$ cat config.mk
export PLATFORM = sky130hd
export DESIGN_NAME = battery_voltage_average_ema
export DESIGN_NICKNAME = d
export VERILOG_FILES = /design/src/rtl/bvae_pkg.sv /design/src/rtl/bvae_cfg.sv /design/src/rtl/bvae_mul.sv /design/src/rtl/battery_voltage_average_ema.sv
export VERILOG_INCLUDE_DIRS = /design/src /design/src/rtl
export SDC_FILE = /design/constraint.sdc
export NUM_CORES = 2
export LEC_CHECK = 0
export ABC_AREA = 0
export BUFFER_PORTS_ARGS = -buffer_cell sky130_fd_sc_hd__buf_2
export CELL_PAD_IN_SITES_DETAIL_PLACEMENT = 1
export CELL_PAD_IN_SITES_GLOBAL_PLACEMENT = 2
export CORE_ASPECT_RATIO = 1.4
export CORE_MARGIN = 4
export CORE_UTILIZATION = 42
export CTS_CLUSTER_DIAMETER = 150
export DETAILED_ROUTE_END_ITERATION = 10
export PLACE_DENSITY = 0.84
export SLEW_MARGIN = 15
export SYNTH_ARGS = -nofsm -noshare
export SYNTH_HDL_FRONTEND = slang
export SYNTH_SLANG_ARGS = --single-unit
$ cat constraint.sdc
create_clock -name clk -period 11.9 [get_ports clk]
set_input_delay 1.19 -clock clk [delete_from_list [all_inputs] [get_ports clk]]
set_output_delay 1.19 -clock clk [all_outputs]
set_load 0.03 [all_outputs]
$ cat src/rtl/battery_voltage_average_ema_assert.svh
// Assertion macros for the battery voltage averaging block.
// The macros expect signals named clk and arst_n in the scope where they are used.
// With SYNTHESIS defined, every macro expands to nothing.
`ifndef BATTERY_VOLTAGE_AVERAGE_EMA_ASSERT_SVH
`define BATTERY_VOLTAGE_AVERAGE_EMA_ASSERT_SVH
`ifndef SYNTHESIS
// The consequent must hold in the same cycle as the antecedent.
`define BVAE_ASSERT_NOW(lbl, ante, cons) \
	lbl: assert property (@(posedge clk) disable iff (!arst_n) (ante) |-> (cons)) \
		else $error("bvae assertion failed");
// The consequent must hold in the cycle after the antecedent.
`define BVAE_ASSERT_NEXT(lbl, ante, cons) \
	lbl: assert property (@(posedge clk) disable iff (!arst_n) (ante) |=> (cons)) \
		else $error("bvae assertion failed");
`else
`define BVAE_ASSERT_NOW(lbl, ante, cons)
`define BVAE_ASSERT_NEXT(lbl, ante, cons)
`endif
`endif

$ cat src/rtl/bvae_pkg.sv
// Shared constants, register types and configuration codes for the battery voltage averager.
// It depends on nothing. Every other file of the block but the assertion header imports it.
`timescale 1ns / 1ps

package bvae_pkg;

	// Block length and effective converter resolution.
	localparam int SAMPLE_COUNT = 8;
	localparam int ADC_BITS     = 12;

	// Field and state widths.
	localparam int SAMPLE_W  = 12;
	localparam int MASK_W    = (ADC_BITS < SAMPLE_W) ? ADC_BITS : SAMPLE_W;
	localparam int SUM_W     = 18;
	localparam int IDX_W     = 6;
	localparam int MV_W      = 24;
	localparam int ALPHA_W   = 16;
	localparam int Q_W       = 32;
	localparam int MV_OUT_W  = 16;
	localparam int CFG_IDX_W = 1;
	localparam int CFG_DATA_W = 24;

	// Shared multiplier operand and product widths.
	localparam int MUL_A_W = 32;
	localparam int MUL_B_W = 25;
	localparam int MUL_P_W = MUL_A_W + MUL_B_W;

	// Division of the block sum by SAMPLE_COUNT as a multiply by a rounded-up reciprocal.
	// With a sum below 2^18 and a count up to 64, a 24-bit shift gives the exact quotient.
	localparam int DIV_SHIFT = SUM_W + IDX_W;
	localparam logic [MUL_B_W-1:0] DIV_RECIP =
		MUL_B_W'(((64'd1 << DIV_SHIFT) + SAMPLE_COUNT - 1) / SAMPLE_COUNT);

	// Sample counter value that closes a block.
	localparam logic [IDX_W-1:0] END_IDX = IDX_W'(SAMPLE_COUNT % (1 << IDX_W));

	// Register reset values.
	localparam logic [MV_W-1:0]    MV_RESET    = 24'd580000;
	localparam logic [ALPHA_W-1:0] ALPHA_RESET = 16'd6554;

	// Configuration register indexes.
	typedef enum logic [CFG_IDX_W-1:0] {
		CFG_MV_PER_COUNT = 1'd0,
		CFG_FILTER_ALPHA = 1'd1
	} cfg_idx_t;

	// Current configuration as seen by the datapath.
	typedef struct packed {
		logic [MV_W-1:0]    mv_per_count;
		logic [ALPHA_W-1:0] alpha;
	} cfg_regs_t;

endpackage

$ cat src/rtl/bvae_cfg.sv
// Configuration register file of the battery voltage averager.
// It depends on bvae_pkg for the register indexes, widths and reset values.
`timescale 1ns / 1ps

module bvae_cfg (
	input  logic                             clk,
	input  logic                             arst_n,
	input  logic                             cfg_valid,
	output logic                             cfg_ready,
	input  logic [bvae_pkg::CFG_IDX_W-1:0]   cfg_index,
	input  logic [bvae_pkg::CFG_DATA_W-1:0]  cfg_data,
	output bvae_pkg::cfg_regs_t              regs
);
	import bvae_pkg::*;

	cfg_regs_t regs_q;

	// A write never stalls, so the port is always ready.
	assign cfg_ready = 1'b1;
	assign regs      = regs_q;

	// Decode the index and update the addressed register on each beat.
	always_ff @(posedge clk or negedge arst_n) begin
		if (!arst_n) begin
			regs_q.mv_per_count <= MV_RESET;
			regs_q.alpha        <= ALPHA_RESET;
		end else if (cfg_valid) begin
			unique case (cfg_idx_t'(cfg_index))
				CFG_MV_PER_COUNT: regs_q.mv_per_count <= cfg_data[MV_W-1:0];
				CFG_FILTER_ALPHA: regs_q.alpha        <= cfg_data[ALPHA_W-1:0];
			endcase
		end
	end

endmodule

$ cat src/rtl/bvae_mul.sv
// Shared unsigned multiplier with a registered product.
// It depends on bvae_pkg for the operand and product widths.
`timescale 1ns / 1ps

module bvae_mul (
	input  logic                           clk,
	input  logic [bvae_pkg::MUL_A_W-1:0]   mul_a,
	input  logic [bvae_pkg::MUL_B_W-1:0]   mul_b,
	output logic [bvae_pkg::MUL_P_W-1:0]   prod
);
	import bvae_pkg::*;

	logic [MUL_P_W-1:0] prod_q;

	// The product is registered and available in the cycle after the operands are presented.
	always_ff @(posedge clk) begin
		prod_q <= MUL_P_W'(mul_a) * MUL_P_W'(mul_b);
	end

	assign prod = prod_q;

endmodule

$ cat src/rtl/battery_voltage_average_ema.sv
// Battery voltage averager: each input beat is one ADC conversion. A mid-block sample gives
// no result. A failed conversion gives one result. The beat that closes a block of
// SAMPLE_COUNT samples starts a sequence of steps, because one registered multiplier is used
// in turn for the division by the block length, the scaling to millivolts and the filter
// step; the input is not ready while that sequence runs. The sequence waits in its last
// step while the output register is busy, until the previous result is taken. A finished
// result sits in an output register, so the next sample may be taken while it waits.
// Depends on bvae_pkg, bvae_cfg, bvae_mul and battery_voltage_average_ema_assert.svh.
`timescale 1ns / 1ps
`include "battery_voltage_average_ema_assert.svh"

module battery_voltage_average_ema (
	input  logic                             clk,
	input  logic                             arst_n,
	input  logic                             in_valid,
	output logic                             in_ready,
	input  logic [bvae_pkg::SAMPLE_W-1:0]    adc_sample,
	input  logic                             conv_error,
	output logic                             out_valid,
	input  logic                             out_ready,
	output logic [bvae_pkg::SAMPLE_W-1:0]    adc_average,
	output logic [bvae_pkg::MV_OUT_W-1:0]    voltage_raw_mv,
	output logic [bvae_pkg::MV_OUT_W-1:0]    voltage_filtered_mv,
	output logic                             reading_valid,
	input  logic                             cfg_valid,
	output logic                             cfg_ready,
	input  logic [bvae_pkg::CFG_IDX_W-1:0]   cfg_index,
	input  logic [bvae_pkg::CFG_DATA_W-1:0]  cfg_data
);
	import bvae_pkg::*;

	localparam int STEP_W = Q_W + ALPHA_W;

	typedef enum logic [2:0] {
		ST_IDLE,
		ST_DIV,
		ST_AVG,
		ST_SAT,
		ST_DIFF,
		ST_MULF,
		ST_UPD,
		ST_DONE
	} state_t;

	state_t               state_q;
	cfg_regs_t            regs;
	logic [SUM_W-1:0]     sum_q;
	logic [IDX_W-1:0]     idx_q;
	logic [Q_W-1:0]       filt_q;
	logic                 filt_loaded_q;
	logic [SAMPLE_W-1:0]  avg_q;
	logic [Q_W-1:0]       volt_q;
	logic [Q_W-1:0]       diff_q;
	logic                 up_q;
	logic                 res_ok_q;
	logic                 out_valid_q;
	logic [SAMPLE_W-1:0]  out_avg_q;
	logic [MV_OUT_W-1:0]  out_raw_q;
	logic [MV_OUT_W-1:0]  out_filt_q;
	logic                 out_ok_q;

	logic [MUL_A_W-1:0]   mul_a;
	logic [MUL_B_W-1:0]   mul_b;
	logic [MUL_P_W-1:0]   prod;

	logic [SUM_W-1:0]     sum_next;
	logic [IDX_W-1:0]     idx_next;
	logic [SAMPLE_W-1:0]  avg;
	logic [Q_W-1:0]       volt_sat;
	logic [Q_W-1:0]       step_up;
	logic [STEP_W-1:0]    step_rnd;
	logic [Q_W-1:0]       step_dn;
	logic                 out_free;

	// Configuration registers.
	bvae_cfg u_cfg (
		.clk       (clk),
		.arst_n    (arst_n),
		.cfg_valid (cfg_valid),
		.cfg_ready (cfg_ready),
		.cfg_index (cfg_index),
		.cfg_data  (cfg_data),
		.regs      (regs)
	);

	// Shared multiplier.
	bvae_mul u_mul (
		.clk   (clk),
		.mul_a (mul_a),
		.mul_b (mul_b),
		.prod  (prod)
	);

	// Operand selection for the multiplier in each step of the sequence.
	always_comb begin
		mul_a = '0;
		mul_b = '0;
		unique case (state_q)
			ST_DIV: begin
				mul_a = MUL_A_W'(sum_q);
				mul_b = DIV_RECIP;
			end
			ST_AVG: begin
				mul_a = MUL_A_W'(avg);
				mul_b = MUL_B_W'(regs.mv_per_count);
			end
			ST_MULF: begin
				mul_a = MUL_A_W'(diff_q);
				mul_b = MUL_B_W'(regs.alpha);
			end
			default: begin
				mul_a = '0;
				mul_b = '0;
			end
		endcase
	end

	// Accumulation, quotient, saturation and filter step values.
	always_comb begin
		sum_next = sum_q + SUM_W'(adc_sample[MASK_W-1:0]);
		idx_next = idx_q + IDX_W'(1);
		avg      = prod[DIV_SHIFT +: SAMPLE_W];
		volt_sat = (|prod[MUL_P_W-1:Q_W]) ? '1 : prod[Q_W-1:0];
		step_up  = prod[ALPHA_W +: Q_W];
		step_rnd = prod[STEP_W-1:0] + STEP_W'({ALPHA_W{1'b1}});
		step_dn  = step_rnd[ALPHA_W +: Q_W];
	end

	assign out_free = !out_valid_q || out_ready;

	// Sequencer with the block state and the output register.
	always_ff @(posedge clk or negedge arst_n) begin
		if (!arst_n) begin
			state_q       <= ST_IDLE;
			sum_q         <= '0;
			idx_q         <= '0;
			filt_q        <= '0;
			filt_loaded_q <= 1'b0;
			avg_q         <= '0;
			volt_q        <= '0;
			diff_q        <= '0;
			up_q          <= 1'b0;
			res_ok_q      <= 1'b0;
			out_valid_q   <= 1'b0;
			out_avg_q     <= '0;
			out_raw_q     <= '0;
			out_filt_q    <= '0;
			out_ok_q      <= 1'b0;
		end else begin
			// The result step reloads the output register itself when it is taken.
			if (out_valid_q && out_ready && state_q != ST_DONE) begin
				out_valid_q <= 1'b0;
			end
			unique case (state_q)
				ST_IDLE: begin
					if (in_valid) begin
						if (conv_error) begin
							// A failed conversion drops the block and reports an invalid reading.
							sum_q    <= '0;
							idx_q    <= '0;
							avg_q    <= '0;
							volt_q   <= '0;
							res_ok_q <= 1'b0;
							state_q  <= ST_DONE;
						end else if (idx_next == END_IDX) begin
							sum_q   <= sum_next;
							idx_q   <= '0;
							state_q <= ST_DIV;
						end else begin
							sum_q <= sum_next;
							idx_q <= idx_next;
						end
					end
				end
				ST_DIV: begin
					// The quotient multiply is under way; the running sum restarts.
					sum_q   <= '0;
					state_q <= ST_AVG;
				end
				ST_AVG: begin
					avg_q <= avg;
					if (avg == '0) begin
						volt_q   <= '0;
						res_ok_q <= 1'b0;
						state_q  <= ST_DONE;
					end else begin
						state_q <= ST_SAT;
					end
				end
				ST_SAT: begin
					volt_q <= volt_sat;
					if (!filt_loaded_q) begin
						// The first valid block loads the filter directly.
						filt_q        <= volt_sat;
						filt_loaded_q <= 1'b1;
						res_ok_q      <= 1'b1;
						state_q       <= ST_DONE;
					end else begin
						state_q <= ST_DIFF;
					end
				end
				ST_DIFF: begin
					up_q    <= (volt_q >= filt_q);
					diff_q  <= (volt_q >= filt_q) ? (volt_q - filt_q) : (filt_q - volt_q);
					state_q <= ST_MULF;
				end
				ST_MULF: begin
					state_q <= ST_UPD;
				end
				ST_UPD: begin
					// Both directions round toward minus infinity.
					filt_q   <= up_q ? (filt_q + step_up) : (filt_q - step_dn);
					res_ok_q <= 1'b1;
					state_q  <= ST_DONE;
				end
				ST_DONE: begin
					if (out_free) begin
						out_valid_q <= 1'b1;
						out_avg_q   <= avg_q;
						out_raw_q   <= volt_q[Q_W-1 -: MV_OUT_W];
						out_filt_q  <= filt_q[Q_W-1 -: MV_OUT_W];
						out_ok_q    <= res_ok_q;
						state_q     <= ST_IDLE;
					end
				end
			endcase
		end
	end

	assign in_ready            = (state_q == ST_IDLE);
	assign out_valid           = out_valid_q;
	assign adc_average         = out_avg_q;
	assign voltage_raw_mv      = out_raw_q;
	assign voltage_filtered_mv = out_filt_q;
	assign reading_valid       = out_ok_q;

	// A valid reading always carries a nonzero average.
	`BVAE_ASSERT_NOW(a_valid_nonzero, out_valid && reading_valid, adc_average != '0)
	// An invalid reading carries zero average and zero raw voltage.
	`BVAE_ASSERT_NOW(a_invalid_zero, out_valid && !reading_valid, adc_average == '0 && voltage_raw_mv == '0)
	// Once the filter is loaded it stays loaded.
	`BVAE_ASSERT_NEXT(a_loaded_sticky, filt_loaded_q, filt_loaded_q)
	// A failed conversion goes straight to the result step.
	`BVAE_ASSERT_NEXT(a_error_done, in_valid && in_ready && conv_error, state_q == ST_DONE)

endmodule
## Word level (Yosys, flattened, before mapping)

Cells that the tools add are included.
Widths: inputs -> output; s select.

- Logic and storage cells: 99
- Bits in registers: 281

- Magnitude comparators: 1
- Multipliers: 1
- Add/subtract/negate cells: 7
- Multiplexer cells: 34
- Equality and inequality tests: 15
- Bitwise logic cells: 1
- Reduce and logical (&&, ||, !) cells: 22

Operators by type and width:

| cell | number |
|---|---|
| $mux 32 | 7 |
| $pmux 32 s3 | 2 |
| $sub 32x32->32 | 3 |
| $pmux 24 s3 | 1 |
| $pmux 32 s2 | 1 |
| $mul 32x24->56 | 1 |
| $add 48x16->48 const B | 1 |
| $mux 18 | 2 |
| $pmux 18 s2 | 1 |
| $add 32x32->32 | 1 |
| $ge 32x32->1 | 1 |
| $reduce_or 25->1 | 1 |
| $mux 12 | 2 |
| $pmux 12 s2 | 1 |
| $pmux 3 s8 | 1 |
| $add 18x12->18 | 1 |
| $mux 3 | 5 |
| $eq 3x3->1 const B | 4 |
| $logic_not 12->1 | 1 |
| $mux 6 | 2 |
| $reduce_and 2->1 | 6 |
| $ne 2x2->1 const B | 4 |
| $mux 1 | 7 |
| $add 6x1->6 const B | 1 |
| 19 further kinds | 24 |

## Longest topological paths before layout

- Depth in word-level cells: 6
- Gate-level depth with buffers: 34
- Gate-level depth less buffers: 29

## Cells and area by module

A second synthesis with hierarchy kept.

- Cells, all modules: 4,904
- Area, all modules: 43,624.3 sq um

By module, submodules not included:

| module | area each (sq um) | instances | cells each |
|---|---|---|---|
| bvae_mul | 27,142.3 | 1 | 3,005 |
| battery_voltage_average_ema | 14,860.5 | 1 | 1,811 |
| bvae_cfg | 1,621.6 | 1 | 88 |

## Worst setup path before layout

Ideal clock, no wire load.

- Path type: register to register
- Start point: register state_q[0]
- End point: register u_mul.prod_q[43] (netlist: u_mul.prod[43])
- Stages on the path, launching flop included: 31
- Path slack: 3.573 ns
- Required time: 11.773 ns
- Period minus slack after synthesis: 8.327 ns
- Path buffers: 4
- Setup time: 0.127 ns
- Data arrival time: 8.201 ns
- Path through: dfrtp_1 clkbuf_1 clkbuf_1 nor3b_1 clkbuf_1 a22o_1 clkbuf_1 nand2_1 fa_1 inv_1 fa_1 inv_1 fa_1 fa_1 inv_1 fa_1 fa_1 inv_1 fa_1 inv_1 ha_1 a21oi_1 o21bai_1 a211oi_1 o31ai_1 a211o_1 o21bai_1 a211o_1 a221oi_1 o21ai_0 xor2_1

- Word-level cells in the longest chain between the ends: 3

RTL lines:

| what | line | RTL |
|---|---|---|
| start, declared | battery_voltage_average_ema.sv:45 | `state_t state_q;` |
| start signal, assigned | battery_voltage_average_ema.sv:134 | `state_q <= ST_IDLE;` |
| start signal, assigned | battery_voltage_average_ema.sv:164 | `state_q <= ST_DONE;` |
| start signal, assigned | battery_voltage_average_ema.sv:168 | `state_q <= ST_DIV;` |
| $eq 3x3->1, or another cell as far along | battery_voltage_average_ema.sv:98 | `unique case (state_q)` |
| $pmux 32 s3 / $pmux 24 s3 (equally long branches) | battery_voltage_average_ema.sv:98 |  |
| $mul 32x24->56 * | bvae_mul.sv:17 | `prod_q <= MUL_P_W'(mul_a) * MUL_P_W'(mul_b);` |
| end signal, assigned | bvae_mul.sv:17 |  |
| end, declared | bvae_mul.sv:13 | `logic [MUL_P_W-1:0] prod_q;` |

Every way passes the cells marked *; elsewhere a longest branch is shown, timed or not.
A chain may end at the register's enable or synchronous reset.

## Final worst setup path

- Start point: register state_q[1]
- End point: register u_mul.prod_q[43] (netlist: u_mul.prod[43])

The elaborated chain is that of the path after synthesis.

==> impl_table.tex <==
\begin{tabular}{lr}
\hline
Metric & Value \\
\hline
\multicolumn{2}{l}{\textbf{Logic synthesis}} \\
\quad Proportion of synthesized flip-flops having asynchronous set or reset & between 80\% and 90\% \\
\quad Dominant cell type by area after synthesis & fa\_1 \\
\quad Fraction of synthesized cell area taken by the top area cell type & between 30 and 40\% \\
\quad Top post-synthesis cells by area & fa\_1, dfrtp\_1, ha\_1, inv\_1, nand2\_1 \\
\quad Number of flops mapped to enable cells by yosys & 0 \\
\quad Warning count from the yosys run & 0 \\
\quad Mean post-synth cell area & 8.897 um2 \\
\quad Part of the Yosys area used for sequential elements & 16.74\% \\
\quad Commonest register cell after synthesis & dfrtp\_1 \\
\quad Gate count after technology mapping & approximately 4,500 \\
\quad Total of flip-flops plus latches after synthesis & 280 \\
\quad Count of cell types in the netlist & 88 \\
\quad Total standard cell area after synthesis & 40,290 um2 \\
\multicolumn{2}{l}{\textbf{Power and ir drop}} \\
\quad Leakage dissipation & 21.79 nW \\
\quad Pwr dens & 300.6 nW/um2 \\
\quad Psw & 0.007357 W \\
\quad Internal portion of total power & roughly 0.0058 W \\
\quad Max rail drop VDD & about 0.4 mV \\
\quad Sequential group share of total power & 14.8\% \\
\quad Fraction of power consumed by the clock network & 8.6\% \\
\quad Part of the power in combinational logic & 76.6\% \\
\quad Sw Share & 56.05\% \\
\multicolumn{2}{l}{\textbf{Die}} \\
\quad Row cnt & 134 \\
\quad Die span in x & 269.8 um \\
\quad Effective utilization at floorplan & between 40\% and 50\% \\
\quad Area of the die & 101,000 um2 \\
\quad Die Height & 374.5 um \\
\quad Number of ports placed on the die boundary & slightly above 90 \\
\quad Core ar. & roughly 95,000 um2 \\
\multicolumn{2}{l}{\textbf{CTS}} \\
\quad Sink count of the clock tree & 280 \\
\quad Number of levels the H-tree was split into & 2 \\
\quad Root buf cell & clkbuf\_16 \\
\quad Cts bufs inserted & 35 \\
\quad Buffer levels on the longest clock path & 3 \\
\quad Hold Buf Count CTS & 0 \\
\quad Clock tree from TritonCTS & built \\
\quad Post-cts resize count & 0 \\
\quad Register clock-pin slew on the reported worst setup and hold paths & 0.06 ns \\
\quad Number of buffers added for setup after CTS & 0 \\
\quad Clock latency of the later-clocked register in the worst-skew pair & approximately 0.58 ns \\
\multicolumn{2}{l}{\textbf{Route}} \\
\quad Initial drt markers & 1,714 \\
\quad Routed wirelength normalized by instance count & 23.31 um \\
\quad Vias after detailed routing & 32,210 \\
\quad Avg Vias per Cell & 5.464 \\
\quad Final routed DRC violation total & 0 \\
\quad DRT Pass-1 Iters & 5 \\
\quad Final WL & 137.4 mm \\
\quad Routed Antenna Nets & 0 \\
\multicolumn{2}{l}{\textbf{Status}} \\
\quad Result of the run & completed \\
\multicolumn{2}{l}{\textbf{Worst setup path}} \\
\quad Maximum fanout along the worst path & 42 \\
\quad Path depth of the worst reg2reg path & 27 \\
\quad Critical path startpoint category & flop \\
\quad Path type of the worst setup path & reg2reg \\
\quad Register-to-register path setup slack & between 1.5 and 2 ns \\
\quad Source of the worst register-to-register timing path & state\_q[1]\$\_DFFE\_PN0P\_ \\
\quad Worst reg2reg path endpoint & u\_mul.prod[43]\$\_DFF\_P\_ \\
\quad Crit path DAT & about 10 ns \\
\quad Required time at the endpoint of the critical path & 12.35 ns \\
\quad Critical path capture point type & flop \\
\multicolumn{2}{l}{\textbf{GRT}} \\
\quad Number of global-route vias before repair & about 36,000 \\
\quad Antenna violations before repair & 1 \\
\quad Global router's overall resource usage & between 20 and 30\% \\
\quad Maximum number of pins on one net before global-route repair & 97 \\
\quad Remaining global-route overflow & 0 \\
\quad Global-route wire length before repair & 216.3 mm \\
\multicolumn{2}{l}{\textbf{Finish}} \\
\quad Most common library cell in the layout ignoring fill and taps & inv\_1 \\
\quad Relative area change from synthesis to final layout & 8.394\% \\
\quad Ratio of cells with drive above 1 in the final layout & 7.710\% \\
\quad Post-layout net count & 5,638 \\
\quad Filler instances & 11,280 \\
\quad Post-route cell area & 43,670 um2 \\
\quad Commonest non-fill, non-tap cells in the layout & inv\_1, fa\_1, nand2\_1 \\
\multicolumn{2}{l}{\textbf{STA}} \\
\quad Final worst path period need & between 10 and 15 ns \\
\quad Number of max-slew violations in the final report & 0 \\
\quad Final Setup Violations & 0 \\
\quad Final count of hold timing violations & 0 \\
\quad Tcrit/Tclk final & 84.43\% \\
\quad Final setup skew & 0.02314 ns \\
\quad Measured slew at the worst slew-check pin & 1.281 ns \\
\quad Slew HR & between 10\% and 20\% \\
\quad Fin Hold WS & 0.5029 ns \\
\quad Post-route setup TNS & 0 ns \\
\quad RSZ-0062 raised after global routing & false \\
\quad Max Clk Rate & 99.53 MHz \\
\multicolumn{2}{l}{\textbf{Min path}} \\
\quad Hold path startpoint & adc\_average[7]\$\_DFFE\_PN0P\_ \\
\quad Cell depth of the worst hold path & 1 \\
\quad Tightest Hold Check Type & reg2reg \\
\quad Hold worst-path end & adc\_average[7]\$\_DFFE\_PN0P\_ \\
\multicolumn{2}{l}{\textbf{Placement}} \\
\quad IO Port Bufs & 89 \\
\quad Dpl cell area & 42,480 um2 \\
\quad Detail Placement HPWL & 113.5 mm \\
\quad Global placement routability congestion & about 0.92 \\
\multicolumn{2}{l}{\textbf{Flow run}} \\
\quad Maximum Capacitance Violations & 0 \\
\hline
\end{tabular}
[power by group through the flow]
stage	Sequential (W)	Clock (W)	Combinational [W]
floorplan	0.00175	0	0.00688
global placement	0.00194	0	0.00970
detailed placement	0.00195	0	0.00979
CTS	0.00194	0.00116	0.00990
global route	0.00197	0.00120	0.0112
finish	0.00194	0.00113	0.0101
[worst max path at each step]
stage                            from                      to  slack [ns]  depth (start not counted)
2_1_floorplan  state_q[0]$_DFFE_PN0P_  u_mul.prod[43]$_DFF_P_        3.57                         30
3_3_place_gp   state_q[1]$_DFFE_PN0P_  u_mul.prod[43]$_DFF_P_        2.14                         25
3_5_place_dp   state_q[1]$_DFFE_PN0P_  u_mul.prod[43]$_DFF_P_        1.96                         25
4_1_cts        state_q[1]$_DFFE_PN0P_  u_mul.prod[43]$_DFF_P_        1.91                         25
5_1_grt        state_q[1]$_DFFE_PN0P_  u_mul.prod[43]$_DFF_P_        1.44                         27
6_report       state_q[1]$_DFFE_PN0P_  u_mul.prod[43]$_DFF_P_        1.85                         27
[per-stage QoR]
stage | instances | setup WS [ns] | power, W | util (%)
3_3_place_gp | 5829 | 2.143 | 0.01164 | 44.60
3_5_place_dp | 5829 | 1.959 | 0.01173 | 44.60
4_1_cts | 5892 | 1.908 | 0.01300 | 45.84
6_report | 5894 | 1.852 | 0.01313 | 45.86
5_1_grt | 5893 | 1.443 | 0.01433 | 45.86
2_1_floorplan | 4682 | 3.573 | 0.008627 | -
[sequential cells by signal (all words and copies together), names as in the netlist]
name,count
adc_average,12
avg_q,12
diff_q,32
filt_loaded_q,1
filt_q,32
idx_q,6
out_valid,1
reading_valid,1
res_ok_q,1
state_q,3
sum_q,18
u_cfg.regs,40
u_mul.prod,56
up_q,1
volt_q,32
voltage_filtered_mv,16
voltage_raw_mv,16
[critical path: stages, from the launching register on]
cell and delay, ns:
dfrtp_1 0.70, nor3b_2 1.06, buf_12 0.31, a22o_1 0.89, nand2_1 0.20, fa_1 0.55
inv_1 0.05, fa_1 0.51, inv_1 0.05, fa_1 0.47, fa_1 0.53, inv_1 0.06
fa_1 0.51, fa_1 0.55, inv_1 0.07, fa_1 0.48, inv_1 0.05, ha_1 0.33
a21oi_1 0.28, o21bai_1 0.11, a211oi_1 0.29, o31ai_1 0.10, a211o_1 0.38, o21bai_1 0.27
a211o_1 0.33, a221oi_1 0.40, o21ai_0 0.17, xor2_1 0.17
[per-layer routing]
layer	vias up	wire (um)	share of wire, %	global-route usage, %
li1	14410	-	-	-
met4	0	8406	6.1	13.42
met5	-	0	0	0
met3	256	5280	3.8	2.893
met1	16800	53610	39	32.69
met2	740	70070	51	50.28
[layout make-up]
cell class	instances	area, um2	area share (%)
antenna	1	2.502	0.005730
clock buffer	49	1001	2.292
clock inverter	14	178.9	0.4097
inverter	794	2980	6.824
multi-input combinational	3389	30350	69.50
sequential	280	6745	15.44
tap	1224	1531	3.507
timing repair buffer	143	880.8	2.017
[Yosys cell counts (17+ instances only)]
cell type,instances
nand2b_1,22
o211ai_1,26
and3_1,30
nor3_1,43
and2_1,27
a31oi_1,23
inv_1,793
nand2_1,598
a21oi_1,189
xnor2_1,84
o21bai_1,27
a21o_1,95
o21a_1,25
dfxtp_1,56
a211oi_1,17
ha_1,290
nand3_1,45
clkbuf_1,184
xor2_1,59
fa_1,662
nor2_1,397
o21ai_0,181
a22oi_1,29
nand4_1,24
mux2_2,91
nor2b_1,23
a22o_1,30
dfrtp_1,209
buf_2,26
[kinds of logic (layout without fill, tap and decap cells)]
group | Yosys count | after routing | share of synthesized area, %
and+or+nand+nor | 1284 | 1284 | 13.79
buffers and inverters | 1013 | 1000 | 9.558
adders and majority gates | 952 | 952 | 41.90
AOI/OAI and AO/OA | 751 | 751 | 12.01
DFF | 280 | 280 | 16.74
xor gates and xnor gates | 144 | 144 | 3.149
muxes | 103 | 103 | 2.841
other | 2 | 156 | 0.01864
(Power assumes the default switching activity.)
